==> src/sv/lkr_pkg.sv <==
// ----------------------------------------------------------------------------
// lkr_pkg - shared types and constants of the LRU-K frame replacer
// Command and status codes, sequencer states and the list control struct.
// ----------------------------------------------------------------------------
package lkr_pkg;

  localparam int FRAME_W   = 4;
  localparam int FRAME_CNT = 1 << FRAME_W;
  localparam int CMD_W     = 2;
  localparam int STATUS_W  = 2;
  localparam int COUNT_W   = 5;
  localparam int K_W       = 4;

  localparam logic [K_W-1:0] K_RESET = 4'd2;

  typedef enum logic [CMD_W-1:0] {
    CMD_ACCESS   = 2'd0,
    CMD_SET_FLAG = 2'd1,
    CMD_REMOVE   = 2'd2,
    CMD_EVICT    = 2'd3
  } cmd_e;

  typedef enum logic [STATUS_W-1:0] {
    STATUS_OK     = 2'd0,
    STATUS_EMPTY  = 2'd1,
    STATUS_PINNED = 2'd2
  } status_e;

  typedef enum logic [2:0] {
    ST_IDLE,
    ST_EXEC,
    ST_FIND,
    ST_PUSH,
    ST_EVICT,
    ST_DONE
  } state_e;

  // One list operation per cycle: append a frame, or drop the entry at pos.
  typedef struct packed {
    logic               push;
    logic               drop;
    logic [FRAME_W-1:0] pos;
    logic [FRAME_W-1:0] frame;
  } list_ctrl_t;

endpackage

==> src/sv/lkr_list.sv <==
// ----------------------------------------------------------------------------
// lkr_list - ordered frame list
// Appends at the tail, closes the gap on a drop, one read port by position.
// ----------------------------------------------------------------------------
module lkr_list import lkr_pkg::*; #(
  parameter int DEPTH = 16,
  localparam int IW = $clog2(DEPTH),
  localparam int LW = $clog2(DEPTH + 1)
) (
  input  logic               clk_i,
  input  logic               rst_ni,
  input  list_ctrl_t         ctrl_i,
  input  logic [IW-1:0]      rd_idx_i,
  output logic [FRAME_W-1:0] rd_frame_o,
  output logic [LW-1:0]      len_o
);

  logic [FRAME_W-1:0] order_q [DEPTH];
  logic [LW-1:0]      len_q;

  always_ff @(posedge clk_i) begin
    if (ctrl_i.push && (len_q < LW'(DEPTH))) begin
      order_q[len_q[IW-1:0]] <= ctrl_i.frame;
    end
    if (ctrl_i.drop) begin
      // shift everything behind the dropped slot one place forward
      for (int j = 0; j < DEPTH - 1; j++) begin
        if (j >= int'(ctrl_i.pos)) begin
          order_q[j] <= order_q[j+1];
        end
      end
    end
  end

  always_ff @(posedge clk_i or negedge rst_ni) begin
    if (!rst_ni) begin
      len_q <= '0;
    end else if (ctrl_i.push && (len_q < LW'(DEPTH))) begin
      len_q <= len_q + LW'(1);
    end else if (ctrl_i.drop && (len_q != '0)) begin
      len_q <= len_q - LW'(1);
    end
  end

  assign rd_frame_o = order_q[rd_idx_i];
  assign len_o      = len_q;

endmodule

==> src/sv/lru_k_frame_replacer.sv <==
// ----------------------------------------------------------------------------
// lru_k_frame_replacer - LRU-K buffer frame replacer
// Tracks access counts and evictable flags, keeps a history list and a cache
// list, and picks eviction victims by stepping one compare over list slots.
// ----------------------------------------------------------------------------
//  channel  | dir | handshake               | payload
//  ---------+-----+-------------------------+-----------------------------------
//  in       | in  | in_valid_i / in_stall_o | command_i, frame_i, evictable_flag_i
//  out      | out | out_valid_o/out_stall_i | status_o, victim_frame_o,
//           |     |                         | evictable_count_o
//  cfg      | in  | cfg_valid_i/cfg_ready_o | cfg_data_i (k threshold)
//
//  Flag updates and simple accesses: result registered after EXEC and DONE.
//  Relinking an access or removing a frame adds a FIND scan up to its list slot
//  (plus PUSH to append), set by the single list read port and compare stepped
//  per slot. Evict adds an EVICT scan over the history list, then the cache list.
//  One transaction at a time; in_stall_o is high from accept until the result
//  moves into the output register, which may still hold an earlier result.
//  Asynchronous active-low reset clears all control state; no clearing pass.
// ----------------------------------------------------------------------------
module lru_k_frame_replacer import lkr_pkg::*; #(
  parameter int FRAME_SLOTS = 16
) (
  input  logic                clk_i,
  input  logic                rst_ni,
  input  logic                cfg_valid_i,
  output logic                cfg_ready_o,
  input  logic [K_W-1:0]      cfg_data_i,
  input  logic                in_valid_i,
  output logic                in_stall_o,
  input  logic [CMD_W-1:0]    command_i,
  input  logic [FRAME_W-1:0]  frame_i,
  input  logic                evictable_flag_i,
  output logic                out_valid_o,
  input  logic                out_stall_i,
  output logic [STATUS_W-1:0] status_o,
  output logic [FRAME_W-1:0]  victim_frame_o,
  output logic [COUNT_W-1:0]  evictable_count_o
);

  // only frames addressable by the frame field can ever be tracked
  localparam int NT = (FRAME_SLOTS < FRAME_CNT) ? FRAME_SLOTS : FRAME_CNT;
  localparam int IW = $clog2(NT);
  localparam int LW = $clog2(NT + 1);

  state_e             state_q, state_d;
  cmd_e               cmd_q, cmd_d;
  logic [FRAME_W-1:0] frame_q, frame_d;
  logic               flag_q, flag_d;
  logic [K_W-1:0]     k_q;
  logic [K_W-1:0]     cnt_q [NT];
  logic [K_W-1:0]     cnt_d [NT];
  logic [NT-1:0]      mark_q, mark_d;
  logic [NT-1:0]      cached_q, cached_d;
  logic [LW-1:0]      total_q, total_d;
  logic [LW-1:0]      idx_q, idx_d;
  logic               in_cache_q, in_cache_d;
  logic               relink_q, relink_d;
  status_e            res_status_q, res_status_d;
  logic [FRAME_W-1:0] res_victim_q, res_victim_d;
  logic               out_valid_q, out_valid_d;
  status_e            out_status_q, out_status_d;
  logic [FRAME_W-1:0] out_victim_q, out_victim_d;
  logic [LW-1:0]      out_count_q, out_count_d;

  list_ctrl_t         hist_ctrl, cache_ctrl;
  logic [FRAME_W-1:0] hist_rd, cache_rd;
  logic [LW-1:0]      hist_len, cache_len;

  logic [IW-1:0]      fidx, vidx;
  logic               frame_ok, tracked, out_free, at_end, hit;
  logic [K_W-1:0]     k_eff, cnt_cur, cnt_next;
  logic [LW-1:0]      sel_len;
  logic [FRAME_W-1:0] sel_frame;

  lkr_list #(.DEPTH(NT)) u_hist (
    .clk_i      (clk_i),
    .rst_ni     (rst_ni),
    .ctrl_i     (hist_ctrl),
    .rd_idx_i   (idx_q[IW-1:0]),
    .rd_frame_o (hist_rd),
    .len_o      (hist_len)
  );

  lkr_list #(.DEPTH(NT)) u_cache (
    .clk_i      (clk_i),
    .rst_ni     (rst_ni),
    .ctrl_i     (cache_ctrl),
    .rd_idx_i   (idx_q[IW-1:0]),
    .rd_frame_o (cache_rd),
    .len_o      (cache_len)
  );

  assign fidx      = frame_q[IW-1:0];
  assign frame_ok  = int'(frame_q) < FRAME_SLOTS;
  assign tracked   = cnt_q[fidx] != '0;
  assign k_eff     = (k_q == '0) ? K_W'(1) : k_q;
  assign cnt_cur   = cnt_q[fidx];
  assign cnt_next  = (cnt_cur < k_eff) ? cnt_cur + K_W'(1) : cnt_cur;
  assign sel_len   = in_cache_q ? cache_len : hist_len;
  assign sel_frame = in_cache_q ? cache_rd : hist_rd;
  assign vidx      = sel_frame[IW-1:0];
  assign at_end    = idx_q == sel_len;
  assign hit       = sel_frame == frame_q;
  assign out_free  = !out_valid_q || !out_stall_i;

  // next state
  always_comb begin
    state_d = state_q;
    case (state_q)
      ST_IDLE: begin
        if (in_valid_i) state_d = ST_EXEC;
      end
      ST_EXEC: begin
        state_d = ST_DONE;
        case (cmd_q)
          CMD_ACCESS: begin
            if (frame_ok && tracked && (cached_q[fidx] || cnt_next >= k_eff)) begin
              state_d = ST_FIND;
            end
          end
          CMD_REMOVE: begin
            if (frame_ok && tracked && mark_q[fidx]) state_d = ST_FIND;
          end
          CMD_EVICT: state_d = ST_EVICT;
          default:   state_d = ST_DONE;
        endcase
      end
      ST_FIND: begin
        if (hit) state_d = relink_q ? ST_PUSH : ST_DONE;
      end
      ST_PUSH: state_d = ST_DONE;
      ST_EVICT: begin
        if (at_end) begin
          if (in_cache_q) state_d = ST_DONE;
        end else if (mark_q[vidx]) begin
          state_d = ST_DONE;
        end
      end
      ST_DONE: begin
        if (out_free) state_d = ST_IDLE;
      end
      default: state_d = ST_IDLE;
    endcase
  end

  // datapath and list control
  always_comb begin
    cmd_d        = cmd_q;
    frame_d      = frame_q;
    flag_d       = flag_q;
    cnt_d        = cnt_q;
    mark_d       = mark_q;
    cached_d     = cached_q;
    total_d      = total_q;
    idx_d        = idx_q;
    in_cache_d   = in_cache_q;
    relink_d     = relink_q;
    res_status_d = res_status_q;
    res_victim_d = res_victim_q;
    out_valid_d  = out_valid_q && out_stall_i;
    out_status_d = out_status_q;
    out_victim_d = out_victim_q;
    out_count_d  = out_count_q;
    hist_ctrl    = '0;
    cache_ctrl   = '0;

    case (state_q)
      ST_IDLE: begin
        if (in_valid_i) begin
          cmd_d        = cmd_e'(command_i);
          frame_d      = frame_i;
          flag_d       = evictable_flag_i;
          res_status_d = STATUS_OK;
          res_victim_d = '0;
          idx_d        = '0;
          in_cache_d   = 1'b0;
          relink_d     = 1'b0;
        end
      end
      ST_EXEC: begin
        case (cmd_q)
          CMD_ACCESS: begin
            if (frame_ok) begin
              cnt_d[fidx] = cnt_next;
              if (!tracked) begin
                cached_d[fidx] = cnt_next >= k_eff;
                if (cnt_next >= k_eff) begin
                  cache_ctrl.push  = 1'b1;
                  cache_ctrl.frame = frame_q;
                end else begin
                  hist_ctrl.push  = 1'b1;
                  hist_ctrl.frame = frame_q;
                end
              end else if (cached_q[fidx] || cnt_next >= k_eff) begin
                // unlink from the current list, then append to the cache
                in_cache_d = cached_q[fidx];
                relink_d   = 1'b1;
              end
            end
          end
          CMD_SET_FLAG: begin
            if (frame_ok && tracked) begin
              if (!mark_q[fidx] && flag_q) total_d = total_q + LW'(1);
              if (mark_q[fidx] && !flag_q && total_q != '0) total_d = total_q - LW'(1);
              mark_d[fidx] = flag_q;
            end
          end
          CMD_REMOVE: begin
            if (frame_ok && tracked) begin
              if (!mark_q[fidx]) res_status_d = STATUS_PINNED;
              else               in_cache_d   = cached_q[fidx];
            end
          end
          default: begin
          end
        endcase
      end
      ST_FIND: begin
        if (hit) begin
          if (in_cache_q) begin
            cache_ctrl.drop = 1'b1;
            cache_ctrl.pos  = FRAME_W'(idx_q);
          end else begin
            hist_ctrl.drop = 1'b1;
            hist_ctrl.pos  = FRAME_W'(idx_q);
          end
          if (relink_q) begin
            cached_d[fidx] = 1'b1;
          end else begin
            if (mark_q[fidx] && total_q != '0) total_d = total_q - LW'(1);
            cnt_d[fidx]    = '0;
            mark_d[fidx]   = 1'b0;
            cached_d[fidx] = 1'b0;
          end
        end else begin
          idx_d = idx_q + LW'(1);
        end
      end
      ST_PUSH: begin
        cache_ctrl.push  = 1'b1;
        cache_ctrl.frame = frame_q;
      end
      ST_EVICT: begin
        if (at_end) begin
          // history exhausted: move on to the cache list; cache exhausted: report empty
          if (!in_cache_q) begin
            in_cache_d = 1'b1;
            idx_d      = '0;
          end else begin
            res_status_d = STATUS_EMPTY;
          end
        end else if (mark_q[vidx]) begin
          if (in_cache_q) begin
            cache_ctrl.drop = 1'b1;
            cache_ctrl.pos  = FRAME_W'(idx_q);
          end else begin
            hist_ctrl.drop = 1'b1;
            hist_ctrl.pos  = FRAME_W'(idx_q);
          end
          if (total_q != '0) total_d = total_q - LW'(1);
          cnt_d[vidx]    = '0;
          mark_d[vidx]   = 1'b0;
          cached_d[vidx] = 1'b0;
          res_victim_d   = sel_frame;
        end else begin
          idx_d = idx_q + LW'(1);
        end
      end
      ST_DONE: begin
        if (out_free) begin
          out_valid_d  = 1'b1;
          out_status_d = res_status_q;
          out_victim_d = res_victim_q;
          out_count_d  = total_q;
        end
      end
      default: begin
      end
    endcase
  end

  always_ff @(posedge clk_i or negedge rst_ni) begin
    if (!rst_ni) begin
      state_q     <= ST_IDLE;
      k_q         <= K_RESET;
      mark_q      <= '0;
      cached_q    <= '0;
      total_q     <= '0;
      out_valid_q <= 1'b0;
      for (int i = 0; i < NT; i++) begin
        cnt_q[i] <= '0;
      end
    end else begin
      state_q     <= state_d;
      mark_q      <= mark_d;
      cached_q    <= cached_d;
      total_q     <= total_d;
      out_valid_q <= out_valid_d;
      cnt_q       <= cnt_d;
      if (cfg_valid_i && cfg_ready_o) k_q <= cfg_data_i;
    end
  end

  always_ff @(posedge clk_i) begin
    cmd_q        <= cmd_d;
    frame_q      <= frame_d;
    flag_q       <= flag_d;
    idx_q        <= idx_d;
    in_cache_q   <= in_cache_d;
    relink_q     <= relink_d;
    res_status_q <= res_status_d;
    res_victim_q <= res_victim_d;
    out_status_q <= out_status_d;
    out_victim_q <= out_victim_d;
    out_count_q  <= out_count_d;
  end

  assign cfg_ready_o       = 1'b1;
  assign in_stall_o        = state_q != ST_IDLE;
  assign out_valid_o       = out_valid_q;
  assign status_o          = out_status_q;
  assign victim_frame_o    = out_victim_q;
  assign evictable_count_o = COUNT_W'(out_count_q);

  a_total_matches_marks: assert property (@(posedge clk_i) disable iff (!rst_ni)
    $countones(mark_q) == int'(total_q))
    else $error("evictable total out of step with flags");

  a_lists_fit: assert property (@(posedge clk_i) disable iff (!rst_ni)
    int'(hist_len) + int'(cache_len) <= NT)
    else $error("list lengths exceed frame count");

  a_find_in_list: assert property (@(posedge clk_i) disable iff (!rst_ni)
    state_q == ST_FIND |-> idx_q < sel_len)
    else $error("tracked frame missing from its list");

  a_empty_result: assert property (@(posedge clk_i) disable iff (!rst_ni)
    out_valid_o && status_o == STATUS_EMPTY |-> victim_frame_o == '0 && evictable_count_o == '0)
    else $error("nothing-evictable result with victim or count");

  a_no_push_and_drop: assert property (@(posedge clk_i) disable iff (!rst_ni)
    !(hist_ctrl.push && hist_ctrl.drop) && !(cache_ctrl.push && cache_ctrl.drop))
    else $error("push and drop on one list in the same cycle");

endmodule

==> config.mk <==
export PLATFORM = sky130hd
export DESIGN_NAME = lru_k_frame_replacer
export DESIGN_NICKNAME = d
export VERILOG_FILES = /design/src/sv/lkr_pkg.sv /design/src/sv/lkr_list.sv /design/src/sv/lru_k_frame_replacer.sv
export SDC_FILE = /design/constraint.sdc
export NUM_CORES = 1
export LEC_CHECK = 0
export BUFFER_PORTS_ARGS = -buffer_cell sky130_fd_sc_hd__buf_4
export CAP_MARGIN = 25
export CELL_PAD_IN_SITES_DETAIL_PLACEMENT = 1
export CELL_PAD_IN_SITES_GLOBAL_PLACEMENT = 1
export CORE_ASPECT_RATIO = 1.4
export CORE_UTILIZATION = 45
export DETAILED_ROUTE_END_ITERATION = 10
export PLACE_DENSITY = 0.84
export RECOVER_POWER = 50
export SYNTH_ARGS = -nofsm -noshare
export SYNTH_HDL_FRONTEND = slang
export SYNTH_SLANG_ARGS = --single-unit
==> constraint.sdc <==
create_clock -name clk_i -period 6.3 [get_ports clk_i]
set_input_delay 0.315 -clock clk_i [delete_from_list [all_inputs] [get_ports clk_i]]
set_output_delay 0.315 -clock clk_i [all_outputs]
set_load 0.05 [all_outputs]
Word level (Yosys, flattened, before mapping)
Memory sizes are Yosys's and may differ from the RTL's. A register that Yosys moved wholly into a read port is not among the register bits. Cells that the tools add are included.

Muxes and demuxes: 229. Eq/ne operators: 38. Bitwise operators: 13. $add $sub $neg: 8. Magnitude comparators: 42. Reduce and logical (&&, ||, !) cells: 50.

Operators with widths (count): two-way mux 64 bit (5); two-way mux 16 bit (12); case mux 64 bit (3 select lines) (1); two-way mux 5 bit (28); bitwise AND 64 bit (2); NOT 64 bit (2); two-way mux 1 bit (119); case mux 16 bit (3 select lines) (2); two-way mux 4 bit (23); bitwise AND 16 bit (4); bitwise mux 64 bit (1); >= comparator 4 bit (first input constant) (14); bitwise mux 16 bit (2); demux 4 bit (select 4 bit) (2); >= comparator 3 x 4 -> 1 bit (first input constant) (8); NOT 16 bit (2); inequality test 2 bit (second input constant) (15); case mux 5 bit (3 select lines) (2); two-way mux 3 bit (9); inequality test 3 bit (second input constant) (9); adder 5 x 1 -> 5 bit (second input constant) (4); case mux 5 bit (2 select lines) (2); case mux 3 bit (6 select lines) (1); binary-select mux 4 bit (select 4 bit) (1); 48 further kinds (110).

Register bits: 150. Memories: 2. Bits in writable memories: 128. Output and inout bits: 14.

Memories: u_cache.order_q (words 16, bits a word 4, rd ports 16, clocked after memory_dff 1, write ports 15, line lkr_list.sv:18) `logic [FRAME_W-1:0] order_q [DEPTH];`; u_hist.order_q (words 16, bits a word 4, rd ports 16, clocked after memory_dff 1, write ports 15, line lkr_list.sv:18).

Longest topological paths before layout
Depth after elaboration: 15. Mapped depth: 25. Depth with buffers taken out: 22.

Cells and area by module
Synthesis repeated with hierarchy kept, for this count alone.

Cells, all modules: 1326. Area, all modules: 15905.3 µm².

By module, submodules not included: lru_k_frame_replacer (seq. area each 3659.8 µm², area an instance 8299.2 µm², cells each 816, instances 1); lkr_list (u_cache) (seq. area each 2047.0 µm², area an instance 3812.4 µm², cells each 258, instances 1); lkr_list (u_hist) (seq. area each 2047.0 µm², area an instance 3793.6 µm², cells each 252, instances 1).

Worst setup path before layout
Ideal clock, no wire load.

Path type: reg2reg. From: register frame_q[1], in the netlist fidx[1]. To: register u_cache.len_q[4], in the netlist u_cache.len_o[4]. Data arrival time: 6.408 ns. Library setup time: 0.087 ns. Cell stages (with the launch flop): 26. Slack: -0.195 ns. Path buffers: 4. Cell sequence: edfxtp_1 buf_2 buf_1 buf_1 mux4_2 mux4_2 ha_1 a21oi_1 o21a_1 xnor2_1 clkbuf_1 inv_1 ha_1 nand2b_1 a21o_1 a21o_1 a21oi_1 o31ai_1 and2b_1 inv_1 fa_1 a21o_1 a21o_1 or2_2 or4_1 o211ai_1.

Word-level cells in the longest chain between the ends: 13. Elaborated cells between the ends (all ways): 20. Classes of those cells: add/sub: 1; order compare: 2; eq/ne: 1; mux: 11; bitwise: 1; reduce/logical: 4.

Ends and longest elaborated chain: start, declared (line lru_k_frame_replacer.sv:48) `logic [FRAME_W-1:0] frame_q, frame_d;`; start signal, assigned (line lru_k_frame_replacer.sv:307) `frame_q <= frame_d;`; NOT 4 -> 5 bit (implied by the code) (line lru_k_frame_replacer.sv:96, lru_k_frame_replacer.sv:98); binary-select mux 4 bit (select 4 bit) (line lru_k_frame_replacer.sv:96, lru_k_frame_replacer.sv:98); two-way mux 4 bit (implied by the code) (2 in a row) (line lru_k_frame_replacer.sv:96, lru_k_frame_replacer.sv:98); adder 4 x 1 -> 4 bit / less-than comparator 4 bit (equally long branches) (line lru_k_frame_replacer.sv:99) `assign cnt_next = (cnt_cur < k_eff) ? cnt_cur + K_W'(1) : cnt_cur;`; two-way mux 4 bit (line lru_k_frame_replacer.sv:99); >= comparator 4 bit (line lru_k_frame_replacer.sv:188) `if (cnt_next >= k_eff) begin`; two-way mux 1 bit (line lru_k_frame_replacer.sv:188); two-way mux 1 bit (line lru_k_frame_replacer.sv:186) `if (!tracked) begin`; two-way mux 1 bit (line lru_k_frame_replacer.sv:182) `case (cmd_q)`; case mux 1 bit (2 select lines) (line lru_k_frame_replacer.sv:168) `case (state_q)`; logical AND 1 bit (line lkr_list.sv:38) `end else if (ctrl_i.push && (len_q < LW'(DEPTH))) begin`; two-way mux 5 bit / nonzero test 2 bit (equally long branches); end signal, assigned (line lkr_list.sv:39) `len_q <= len_q + LW'(1);`; end signal, assigned (line lkr_list.sv:41) `len_q <= len_q - LW'(1);`; end, declared (line lkr_list.sv:19) `logic [LW-1:0] len_q;`.

Several ways; a longest one is shown, not always the timed one. The select of a mux whose other input is x is not followed. A chain may end at the register's enable or synchronous reset.

==> summary.txt <==
Routing
  – WL final: about 53000 um
  – Routed Antenna Nets: 0
  – DR vias: approximately 12k
  – Routed vias/inst: about 6.7
  – DRC: 0
  – Initial DRC count: 966
  – Detailed Routing Iterations Pass 1: 5
  – Wire per inst: 28.4 um

Place
  – Placed Instances: roughly 1.8k
  – DP Area: 0.0161 mm2
  – Number of port buffers: 28
  – Routability Congestion: 0.919
  – DP Wirelength: ~38000 um

Logic synthesis
  – Post-synth top area share: between 30 and 40%
  – Most frequent cell after synthesis: edfxtp_1
  – Cell taking the most area after synthesis: edfxtp_1
  – Ys async rst share: 42.2%
  – Syn_area_per_cell: roughly 11 um2
  – Mapped Cells: between 1k and 1.5k
  – Ys Warns: 0
  – Sequential-to-total area share from yosys stat: roughly half
  – Synth top area cells: edfxtp_1 (31%), dfrtp_1 (19%), mux4_2 (4.3%)
  – Post-synth top cells: edfxtp_1 (159), nand2_1 (119), dfrtp_1 (118)
  – Synthesized flop and latch total: around 280
  – Synth Net Count: 1404
  – Post-synthesis cell area: 0.0156 mm2
  – Top_reg_cell synth: edfxtp_1
  – Synth cell types: 81
  – Number of synthesized flops with an enable pin: roughly 160

Worst setup path
  – Cell Chain, Critical Path: clkbuf_1, mux2i_1, nand2_1, o22ai_1, nor3_1, nor3_1, nor3b_2, nor4_1, a211oi_4, clkbuf_2, nand2_1, a22o_1
  – Worst EP required: between 6 and 7 ns
  – Crit-path max cell delay: 1.26 ns
  – Crit Path Category: flip-flop to flip-flop
  – Critical path startpoint category: flip-flop
  – Crit-path max FO: 32
  – Critical path's top delay family: simple AND/OR/NAND/NOR gates
  – Crit end category: flip-flop
  – Slowest-stage cell, CP: dfxtp_1
  – Bufs and invs on worst path: 2
  – Arr. time, crit path: 6.56 ns

Floorplanning
  – Chip height: between 200 and 250 um
  – # IOs: 30
  – Initial cell density of the core: between 40% and 50%
  – Core Region: 0.0341 mm2
  – Die area: about 0.035 mm2
  – # rows: 80
  – Chip width: around 160 um

Final layout
  – Final Core Density: just over 50%
  – Share of cells above drive strength 1: approximately 16%
  – Post-route design area: around 0.017 mm2
  – Final non-filler cell total: 1855
  – NumNets Final: approximately 1.4k
  – Syn-to-layout area delta: 10.8%

STA
  – Final setup fails: 0
  – Worst Max-Slew Pin Slew: 3.73 ns
  – Tmin final: ~6 ns
  – RSZ-0062 raised after global routing: false
  – Period utilization: around 96%
  – Final hold violation count: 0
  – Relative slew slack: -149%
  – Fin. max-slew vios: approximately 110
  – Setup TNS: 0 ns
  – Hold WS: approximately 0.25 ns
  – Clock Skew: approximately 0.048 ns
  – Achievable Freq: 164 MHz

Run
  – Max Cap Viol: 2

Run status
  – Outcome: finished, violations left
  – Violated checks: max-capacitance violations, max-slew violations

Global routing
  – First-pass GRT wire length: 81200 um
  – Vias in the first global route: 13.5k
  – Total Routing Usage GR: between 20 and 30%
  – Largest net degree at the start of global routing: 68
  – Initial antenna violation count: 0
  – Overflow after GRT: 0

CTS
  – TritonCTS buffer count: 29
  – Clock-pin slew on the worst setup and hold paths: 0.07 ns
  – CTS tree: built
  – Clk buf depth: 3
  – Clk sinks: ~280
  – Clock latency on the worst-skew pair: just over 0.6 ns
  – H-Tree Depth: 1
  – Clk root buf: clkbuf_16

Hold path
  – Hold crit path type: input port to flip-flop

Power and ir drop
  – Leakage: about 6.9 nW
  – VDD IR max: about 0.31 mV
  – PwrDens: between 500 and 600 mW/mm2
-- stage by stage --
| stage | setup slack, ns | total power, mW |
|---|---|---|
| 2_1_floorplan | 0.0671 | 5.95 |
| 3_3_place_gp | 0.451 | 7.16 |
| 3_5_place_dp | 0.111 | 7.33 |
| 4_1_cts | 0.135 | 9.27 |
| 5_1_grt | 0.0199 | 9.64 |
| 6_report | 0.221 | 9.29 |
-- cells in the final DEF, fill, tap and decap left out, types with 33 or more instances in the layout --
| cell type | Yosys | layout |
|---|---|---|
| edfxtp_1 | 159 | 159 |
| o2bb2ai_1 | 72 | 72 |
| mux2i_1 | 67 | 67 |
| nand3_1 | 59 | 59 |
| a31o_2 | 46 | 46 |
| nand2_1 | 119 | 119 |
| nor2_1 | 73 | 72 |
| a21o_1 | 71 | 71 |
| o21ai_0 | 33 | 33 |
| dfrtp_1 | 118 | 118 |
-- worst reg2reg max path, stage by stage, from the launching register on --
cell      delay, ns
dfxtp_1        1.26
clkbuf_1       0.72
mux2i_1        0.64
nand2_1        0.19
o22ai_1        0.21
nor3_1         0.07
nor3_1         0.57
nor3b_2        0.38
nor4_1         0.22
a211oi_4       0.34
clkbuf_2       0.67
nand2_1        0.38
a22o_1         0.34
-- cell type report --
class | instances | area [um2]
multi-input combinational | 964 | 7190
sequential | 282 | 7830
antenna | 1 | 2.50
tap | 451 | 564
fill | 3566 | 16900
timing repair buffer | 73 | 534
clock buffer | 33 | 772
clock inverter | 21 | 265
inverter | 30 | 113
-- final timing paths --
kind,from,to,slack (ns),depth (start not counted)
setup / recovery,flip-flop,cnt_q[41],0.22,12
hold / removal,in_valid_i,res_status_q[1],0.25,3
setup reg to reg,flip-flop,cnt_q[41],0.22,12
hold reg to reg,res_victim_q[0],victim_frame_o[0],0.42,0
max in group asynchronous,rst_ni,u_hist.len_o[2],1.80,3
min in group asynchronous,rst_ni,total_q[2],1.54,2
-- sequential cells by signal (all words and copies together) (netlist names), named ones only --
register           flops
relink_q               1
status_o               2
flag_q                 1
out_valid_o            1
u_hist.order_q        64
res_victim_q           4
evictable_count_o      5
in_cache_q             1
fidx                   4
res_status_q           2
u_hist.len_o           5
k_q                    4
cmd_q                  2
u_cache.order_q       64
cnt_q                 64
total_q                5
cached_q              16
victim_frame_o         4
u_cache.len_o          5
idx_q                  5
state_q                3
mark_q                16
-- cells by family after synthesis --
logic type | Yosys count | synth area share, %
compound gates | 408 | 20.3
simple gates | 395 | 12.6
flops | 282 | 50.2
buf+inv | 122 | 3.75
mux | 116 | 10.0
xor+xnor | 24 | 1.35
fa+ha+maj | 20 | 1.70
other cells | 1 | 0.0240
-- repair_timing --
| item | CTS | global route |
|---|---|---|
| gates cloned | 0 | 0 |
| gates resized for setup | 0 | 2 |
| hold endpoints to repair | 77 | 0 |
| setup endpoints to repair | 2 | 35 |
| hold buffers | 16 | 0 |
| buffers inserted | 4 | 0 |
-- metal layers --
metal  global-route usage (%)  vias up  wire (um)
met1                     33.4     6343      19200
met4                     21.4        0       3900
met5                        0        -          0
met3                     3.40      187       2410
li1                         -     5306          -
met2                     53.2      513      27100
-- power by group --
group	switching [mW]	internal [mW]	leakage, nW
combinational	2.86	1.45	3.29
sequential	0.538	2.54	3.06
clock	0.808	1.10	0.507
No activity file was read; power rests on OpenSTA's default activity.
